===== config.mk =====
export PLATFORM = sky130hd
export DESIGN_NAME = key_sequence_code_hasher
export DESIGN_NICKNAME = d
export VERILOG_FILES = /design/src/hdl/kschash_pkg.sv /design/src/hdl/kschash_step.sv /design/src/hdl/key_sequence_code_hasher.sv
export SDC_FILE = /design/constraint.sdc
export NUM_CORES = 1
export LEC_CHECK = 0
export BUFFER_PORTS_ARGS = -buffer_cell sky130_fd_sc_hd__buf_4
export CAP_MARGIN = 20
export CELL_PAD_IN_SITES_DETAIL_PLACEMENT = 2
export CELL_PAD_IN_SITES_GLOBAL_PLACEMENT = 2
export CORE_MARGIN = 5
export CORE_UTILIZATION = 42
export CTS_BUF_LIST = sky130_fd_sc_hd__clkbuf_8
export DETAILED_ROUTE_END_ITERATION = 8
export PLACE_DENSITY_LB_ADDON = 0.1
export SLEW_MARGIN = 5
export SYNTH_ARGS = -nofsm -noshare
export SYNTH_HDL_FRONTEND = slang
export SYNTH_SLANG_ARGS = --single-unit

===== constraint.sdc =====
create_clock -name clock -period 20.4 [get_ports clock]
set_clock_uncertainty 0.1 [all_clocks]
set_input_delay 1.02 -clock clock [delete_from_list [all_inputs] [get_ports clock]]
set_output_delay 1.02 -clock clock [all_outputs]
set_load 0.1 [all_outputs]

===== src/hdl/kschash_pkg.sv =====
// kschash_pkg: types and constants shared by the key sequence code hasher
// used by kschash_step and key_sequence_code_hasher; no dependencies
`default_nettype none

package kschash_pkg;

   localparam int unsigned KeyCodeWidth = 16;
   localparam int unsigned TimeWidth    = 32;
   localparam int unsigned WordWidth    = 32;
   localparam int unsigned TimeoutWidth = 16;

   localparam logic [15:0] SINGLE_LIMIT  = 16'h006B;
   localparam logic [15:0] PAIR_LIMIT    = 16'h6B00;
   localparam logic [7:0]  BYTE_MASK     = 8'hFF;
   localparam logic [15:0] TIMEOUT_RESET = 16'd1000;
   localparam logic [8:0]  NO_PREV_KEY   = 9'd511;
   localparam logic [7:0]  NO_HELD_KEY   = 8'd255;

   typedef struct packed {
      logic [WordWidth-1:0] key_sum;
      logic [WordWidth-1:0] hash_a;
      logic [WordWidth-1:0] hash_b;
      logic [8:0]           previous_key;
      logic [7:0]           held_single_key;
      logic [TimeWidth-1:0] last_key_time;
   } kschash_state_type;

   typedef struct packed {
      logic [KeyCodeWidth-1:0] key_code;
      logic [TimeWidth-1:0]    now_ms;
   } kschash_item_type;

   typedef struct packed {
      logic                 code_ready;
      logic [WordWidth-1:0] first_word;
      logic [WordWidth-1:0] second_word;
   } kschash_result_type;

endpackage

`default_nettype wire


===== src/hdl/kschash_step.sv =====
// kschash_step: combinational update of hasher state and result for one key poll
// depends on kschash_pkg
`default_nettype none

module kschash_step
   import kschash_pkg::*;
(
   input  wire kschash_state_type       state,
   input  wire kschash_item_type        item,
   input  wire logic [TimeoutWidth-1:0] idle_timeout,
   output kschash_state_type            state_next,
   output kschash_result_type           result
);

   logic                 is_single;
   logic                 pair_reject;
   logic [7:0]           key;
   logic                 new_key;
   logic [WordWidth-1:0] hash_a_add;
   logic [WordWidth-1:0] hash_a_mix;
   logic [15:0]          key_square;
   logic [WordWidth-1:0] hash_b_mix;
   logic [TimeWidth-1:0] elapsed;
   logic                 timed_out;

   always_comb begin
      is_single   = item.key_code < SINGLE_LIMIT;
      pair_reject = !is_single && ((item.key_code > PAIR_LIMIT) ||
                    (item.key_code[15:8] != state.held_single_key));
      key         = item.key_code[7:0] & BYTE_MASK;
      new_key     = (key != 8'd0) && ({1'b0, key} != state.previous_key);

      hash_a_add  = state.hash_a + {13'd0, key, 11'd0};
      hash_a_mix  = (hash_a_add >> 17) + (hash_a_add << 4);
      key_square  = key * key;
      hash_b_mix  = (state.hash_b >> 29) + {16'd0, key_square} + (state.hash_b << 3);

      elapsed     = item.now_ms - state.last_key_time;
      timed_out   = elapsed > {16'd0, idle_timeout};

      state_next  = state;
      result      = '0;

      if (is_single) begin
         state_next.held_single_key = item.key_code[7:0];
      end

      if (pair_reject) begin
         // bad pair: drop sum and first hash, keep everything else
         state_next.key_sum = '0;
         state_next.hash_a  = '0;
      end else begin
         if (new_key) begin
            state_next.key_sum       = state.key_sum + {24'd0, key};
            state_next.hash_a        = hash_a_mix;
            state_next.hash_b        = hash_b_mix;
            state_next.last_key_time = item.now_ms;
         end else if (timed_out) begin
            result.code_ready  = 1'b1;
            result.first_word  = (state.hash_a >> 11) + (state.key_sum << 21);
            result.second_word = state.hash_b;
            state_next.key_sum = '0;
            state_next.hash_a  = '0;
            state_next.hash_b  = '0;
         end
         state_next.previous_key = {1'b0, key};
      end
   end

endmodule

`default_nettype wire


===== src/hdl/key_sequence_code_hasher.sv =====
// key_sequence_code_hasher: input register, hasher state and result register
// depends on kschash_pkg and kschash_step
// an accepted req passes the input register and the result register to its rsp
// throughput: one transaction per cycle when rsp_tready does not stall; the state
//   update for a poll is done combinationally between the input and result registers
// reset: synchronous, active high; state registers take their idle values and the
//   timeout returns to 1000 ms, no clearing pass
`default_nettype none

module key_sequence_code_hasher
   import kschash_pkg::*;
(
   input  wire  logic        clock,
   input  wire  logic        reset,
   // req_tdata: key_code[15:0], now_ms[47:16]
   input  wire  logic        req_tvalid,
   output logic              req_tready,
   input  wire  logic [47:0] req_tdata,
   // rsp_tdata: first_word[31:0], second_word[63:32]
   // rsp_tuser: code_ready[0]
   output logic              rsp_tvalid,
   input  wire  logic        rsp_tready,
   output logic [63:0]       rsp_tdata,
   output logic              rsp_tuser,
   // csr_data: idle_timeout[15:0]
   input  wire  logic        csr_valid,
   output logic              csr_ready,
   input  wire  logic [15:0] csr_data
);

   logic                    in_valid_ff;
   kschash_item_type        in_item_ff;
   logic                    out_valid_ff;
   kschash_result_type      out_result_ff;
   kschash_state_type       state_ff;
   kschash_state_type       state_in;
   kschash_result_type      result_in;
   logic [TimeoutWidth-1:0] timeout_ff;
   logic                    out_free;
   logic                    advance;

   assign out_free   = !out_valid_ff || rsp_tready;
   assign advance    = in_valid_ff && out_free;
   assign req_tready = !in_valid_ff || out_free;
   assign csr_ready  = 1'b1;

   kschash_step u_step (
      .state        (state_ff),
      .item         (in_item_ff),
      .idle_timeout (timeout_ff),
      .state_next   (state_in),
      .result       (result_in)
   );

   always_ff @(posedge clock) begin
      if (reset) begin
         in_valid_ff                  <= 1'b0;
         out_valid_ff                 <= 1'b0;
         timeout_ff                   <= TIMEOUT_RESET;
         state_ff.key_sum             <= '0;
         state_ff.hash_a              <= '0;
         state_ff.hash_b              <= '0;
         state_ff.previous_key        <= NO_PREV_KEY;
         state_ff.held_single_key     <= NO_HELD_KEY;
         state_ff.last_key_time       <= '0;
      end else begin
         if (csr_valid) begin
            timeout_ff <= csr_data;
         end
         if (req_tready) begin
            in_valid_ff <= req_tvalid;
         end
         if (out_free) begin
            out_valid_ff <= in_valid_ff;
         end
         if (advance) begin
            state_ff <= state_in;
         end
      end
   end

   // payload registers, no reset
   always_ff @(posedge clock) begin
      if (req_tready && req_tvalid) begin
         in_item_ff.key_code <= req_tdata[15:0];
         in_item_ff.now_ms   <= req_tdata[47:16];
      end
      if (advance) begin
         out_result_ff <= result_in;
      end
   end

   assign rsp_tvalid = out_valid_ff;
   assign rsp_tdata  = {out_result_ff.second_word, out_result_ff.first_word};
   assign rsp_tuser  = out_result_ff.code_ready;

endmodule

`default_nettype wire

Yosys cells after proc, flatten, opt, wreduce, memory -nomap -nowiden --
Cells that the tools add are included.
Cells by class: add/sub/neg operators 7, multipliers 1, $lt $le $gt $ge 3, equality and inequality tests 2, multiplexer cells 4, bitwise gates (word level) 2, reduce and logical (&&, ||, !) cells 20
Operator list (count):
- two-way mux 96 bit | 2
- two-way mux 65 bit | 1
- two-way mux 64 bit | 1
- adder 15 x 32 -> 32 bit | 1
- adder 21 x 32 -> 32 bit | 1
- adder 32 x 19 -> 32 bit | 1
- adder 32 bit | 1
- adder 32 x 8 -> 32 bit | 1
- > comparator 32 x 16 -> 1 bit | 1
- subtractor 32 bit | 1
- adder 3 x 16 -> 17 bit | 1
- > comparator 16 x 15 -> 1 bit, second input constant | 1
- < comparator 16 x 7 -> 1 bit, second input constant | 1
- multiplier 8 x 8 -> 16 bit | 1
- != test 8 x 9 -> 1 bit | 1
- != test 8 bit | 1
- nonzero test 8 bit | 1
- AND reduction 2 bit | 3
- AND reduction 3 bit | 2
- logical AND 1 bit | 4
- logical NOT 1 bit | 3
- logical OR 1 bit | 3
- nonzero test 3 bit | 1
- OR reduction 3 bit | 1
- other kinds (3) | 4
Storage, ports and cells: bits in registers 276, input port bits 69, output and inout bits 68, word-level logic and storage cells 53

Longest topological paths before layout --
depth after elaboration 5, mapped depth 29

Cells and area by module --
Synthesis repeated with hierarchy kept, for this count alone.
Unflattened totals: cells, all modules 2219, area total of the unflattened synthesis 20041.7 µm²
By module, submodules not included:
- key_sequence_code_hasher | times used 1, cells an instance 805, area an instance 10603.9 µm², seq. area each 6656.4 µm²
- kschash_step | times used 1, cells an instance 1414, area an instance 9437.8 µm², seq. area each 0.0 µm²

Least setup slack after synthesis --
OpenSTA, ideal clock, no wires.
kind flip-flop to flip-flop, from register in_item_ff[33] (netlist bit), to register state_ff[73] (netlist bit), library setup time 0.130 ns, data arrival time 6.247 ns, slack 13.923 ns, cell stages (with the launch flop) 24, period minus slack after synthesis 6.477 ns, path through edfxtp_1 -> clkbuf_1 -> and2_1 -> fa_1 -> fa_1 -> inv_1 -> fa_1 -> fa_1 -> inv_1 -> ha_1 -> a21oi_1 -> o21ai_0 -> a211o_1 -> o41a_1 -> xor2_1 -> ha_1 -> nand2_1 -> o31a_1 -> a211o_1 -> or2_2 -> clkbuf_1 -> o211a_1 -> nor3_1 -> o21ai_0
On the way: longest elaborated chain between the ends 5
Ends and longest elaborated chain:
- start, declared | RTL line key_sequence_code_hasher.sv:32 | kschash_item_type in_item_ff;
- branches (longest 5 deep; another with adder 32 bit)
- end signal, assigned | RTL line key_sequence_code_hasher.sv:77 | state_ff <= state_in;
- end, declared | RTL line key_sequence_code_hasher.sv:35 | kschash_state_type state_ff;
Parallel ways; which one is timed is not known. A chain may end at the register's enable or synchronous reset.

Worst setup path in the final report --
from register in_item_ff[37] (netlist bit), to register state_ff[76] (netlist bit)
Same word-level chain as after synthesis.

==> impl_results.md <==
- Status: finished clean
- Final non-filler cell total: approximately 2,500
- Die ar.: around 44,000 um^2
- Relative slew slack: 0.2901
- DRT Pass-1 Iters: 5
- Share of cells above drive strength 1: 0.1357
- Die Y-Extent: between 200 and 250 um
- Global route total overflow: 0
- Clock latency on the worst-skew pair: 0.64 ns
- Maximum vdd drop: about 0.058 mV
- Via/cell ratio: approximately 5.8
- Bufs and invs on worst path: 3
- Number of global-route vias before repair: 16,040
- Clock buffer depth: 3
- Port Buffers: between 100 and 150
- Max incr delay on CP: approximately 0.74 ns
- Post CTS Setup Buffer Count: 0
- Final hold vios: 0
- H-tree depth reported by CTS: 2
- Inst Count DP: 2,403
- Crit path max-delay family: adder cells
- Yosys warning total: 0
- Synth Register Bits: approximately 260
- FF-to-FF path depth: 22
- Max-cap violations: 0
- Max-slew violations: 0
- Post-Synth XOR/XNOR Area: 0.05856
- Hpwl dp: approximately 40,000 um
- Setup crit end: state_ff[76]
- Worst EP arrival: 7.97 ns
- WHS: around 0.35 ns
- Top FF cell, synth: dfxtp_1
- Detailed-route via count: about 14,000
- Detailed Route Iter0 Violations: ~710
- Hold crit path type: reg2reg
- Pwr per Cell Area: around 77 nW/um^2
- Slowest cell on crit path: a2111oi_0
- CTS clk-pin slew, worst paths: 0.06 ns
- Setup_tns: 0 ns
- RSZ-0062 raised after global routing: false
- Adder-cell area share of the yosys netlist: 0.1301
- CORE AREA: ~39,000 um^2
- Main combinational cell family by area after synthesis: compound AO/OA/AOI/OAI gates
- F_max: approximately 130 MHz
- Count of hold-fix buffers inserted at cts: 0
- Gr usage total: 0.2493
- Initial antenna violation count: 3
- Static Leakage: around 7.6 nW
- Post-Synth Simple-Gate Area: 0.1739
- R2R Path Start: in_item_ff[37]
- Nets: ~2,200
- EDFF count, synth: between 100 and 150
- Critical path's most frequent cell: fa_1
- DRC: 0
- Asr flop ratio synth: 0
- Synth Area in Compound Gates: 0.1915
- Top-Level Pins: about 140
- Post-synth cell types: 77
- Final wirelength: roughly 55,000 um
- Mapped Nets: roughly 2,000
- Mapped Cells: 1,823
- Critical Path Fanout Max: 11
- Final Wtd Congestion: between 0.8 and 0.9
- Worst path required time: ~21 ns
- R2R setup slack: 12.84 ns
- Sequential area share after synthesis: 0.3756
- Critical path type: reg2reg
- Worst Setup SP: in_item_ff[37]
- Area growth syn-to-layout: 14.85%
- Setup crit end kind: flip-flop
- Netlist Area Pre-Place: ~17,000 um^2
- Global-route wire length before repair: slightly below 90,000 um
- Avg Cell Area, Syn: a little over 9 um^2
- CTS resizes: 0
- Cell Chain, Critical Path: inv_1 > nor2_1 > fa_1 > fa_1 > inv_1 > fa_1 > fa_1 > inv_1 > ha_1 > a21oi_1 > o21ai_0 > a211o_1 > o41a_1 > xor2_1 > ha_1 > nand2_1 > a2111oi_0 > o311ai_0 > a21oi_1 > nand3_1 > mux2i_1 > o211ai_1
- Worst setup SP type: flip-flop
- Period utilization: 0.3707
- Routed Antenna Nets: 0
- CTS tree: yes
- Min Tclk post-route: 7.563 ns
- Largest net degree at the start of global routing: a little over 80
- # rows: a little over 70
- Total clock sinks: 255
- Die Span X: 208.8 um
- Crit path depth: 22
- WL/cell: 22.20 um
- Mux contribution to synthesized area: 0.02035
- # setup viols final: 0
- Worst Tran Pin Value: ~1.1 ns
- Num CTS Buffers: 48
- Root Buffer: clkbuf_8
- Initial Utilization: 0.4266
- Reg2reg end: state_ff[76]
[worst reg2reg max path, delay by kind of cell (launching register included)]
kind	cells	cell delay (ns)
buffers and inverters	3	0.37
flip-flops	1	0.59
AO/OA/AOI/OAI	8	2.61
XOR/XNOR	1	0.21
adder cells (fa/ha/maj)	6	2.84
AND/OR/NAND/NOR	3	0.52
multiplexers	1	0.21
[cells by family after synthesis]
logic type	Yosys count
AND/OR/NAND/NOR	571
AO/OA/AOI/OAI	485
buffers and inverters	213
other	1
XOR/XNOR	111
adder cells (fa/ha/maj)	154
multiplexers	33
flip-flops	255
[registers in the layout (all words and copies together) (netlist names)]
name and cells:
rsp_tuser 1, state_ff 124, rsp_tvalid 1, timeout_ff 16, in_valid_ff 1, rsp_tdata 64, in_item_ff 48
[final cells by class]
cell class	count	area, um^2
tap	518	648.1
clock inverter	35	267.8
sequential	255	6236
antenna	1	2.502
inverter	123	462.9
fill	4235	19850
clock buffer	55	757.0
multi-input combinational	1355	9552
timing repair buffer	152	1141
[power breakdown]
group / switching [mW] / total, mW / leakage (nW) / internal (mW)
registers: 0.00952 / 0.556 / 2.24 / 0.547
logic: 0.238 / 0.378 / 4.76 / 0.140
clock network: 0.243 / 0.542 / 0.578 / 0.299
total: 0.491 / 1.48 / 7.57 / 0.986
[placed cells by master, fill, tap and decap left out, types with 8 or more instances in the layout]
master     synthesis  layout
nor3b_1           62      62
a2bb2oi_1         11      11
a211oi_1          36      36
nor4_1            13      13
o211ai_1          27      27
or3_1             10      10
a21o_1            23      23
o211a_1            8       8
edfxtp_1         113     113
nor2_1           100      99
mux2i_1           27      27
o21ai_1            9       9
o21a_1            20      20
dfxtp_1          142     142
fa_1              31      31
nor3_1            35      34
and2_1            26      25
ha_1             123     123
nand2b_1           8       8
inv_1            121     133
clkbuf_8           0      55
nor2b_1           18      18
or2_2             14      14
xor2_1            34      34
nand4_1           16      16
nand3_1           33      33
a21oi_1          174     174
a311oi_2           9       9
o21ai_0           77      77
buf_4              2     152
clkinv_2           0      12
o21bai_1          12      12
nand2_1          202     201
and3_1            16      15
xnor2_1           77      77
[per-layer routing]
metal  vias up  global-route usage  wire [um]
met4         4             0.08506       1746
li1       6779                   -          -
met2       263              0.4389      27390
met3       101             0.03794       2179
met1      7199              0.3128      24020
met5         -                   0         23
[worst min-delay path by stage]
stage	start	to	slack, ns	cells past startpoint
after floorplan	state_ff[39]	state_ff[39]	0.32	2
after global placement	state_ff[48]	state_ff[48]	0.33	1
after detailed placement	state_ff[39]	state_ff[39]	0.35	2
after CTS	state_ff[39]	state_ff[39]	0.35	2
after global routing	state_ff[19]	state_ff[19]	0.38	2
final	state_ff[13]	state_ff[13]	0.35	2
[synth_stat cells (7+ instances only)]
cell type,count,area [um^2]
nor3b_1,62,465.5
inv_1,121,454.2
xor2_1,34,297.8
or3_1,10,62.56
xnor2_1,77,674.4
buf_2,10,50.05
o21ai_0,77,385.4
o21bai_1,12,90.09
o31ai_1,7,52.55
nor3_1,35,175.2
nor2b_1,18,112.6
and2_1,26,162.7
a311oi_2,9,135.1
a21oi_1,174,870.8
nand3_1,33,165.2
o21ai_1,9,45.04
a211oi_1,36,270.3
edfxtp_1,113,3393
o21a_1,20,150.1
fa_1,31,620.6
nand4_1,16,100.1
and3_1,16,100.1
nand2b_1,8,50.05
nor2_1,100,375.4
or2_2,14,87.58
a21o_1,23,172.7
a2bb2oi_1,11,96.34
mux2i_1,27,270.3
dfxtp_1,142,2843
nor4_1,13,81.33
ha_1,123,1539
o211ai_1,27,202.7
nand2_1,202,758.2
clkbuf_1,71,266.5
o211a_1,8,80.08
[metrics by stage]
stage | worst slack, ns | util | instance area (um^2) | power (mW)
after floorplan | 13.92 | - | 16600 | 0.8366
after global placement | 13.38 | 0.4635 | 18040 | 0.9201
after detailed placement | 12.96 | 0.4635 | 18040 | 0.9417
after CTS | 12.78 | 0.4899 | 19060 | 1.498
after global routing | 12.48 | 0.4899 | 19060 | 1.558
final | 12.84 | 0.4899 | 19070 | 1.476
Power figures use the tool's default switching activity.
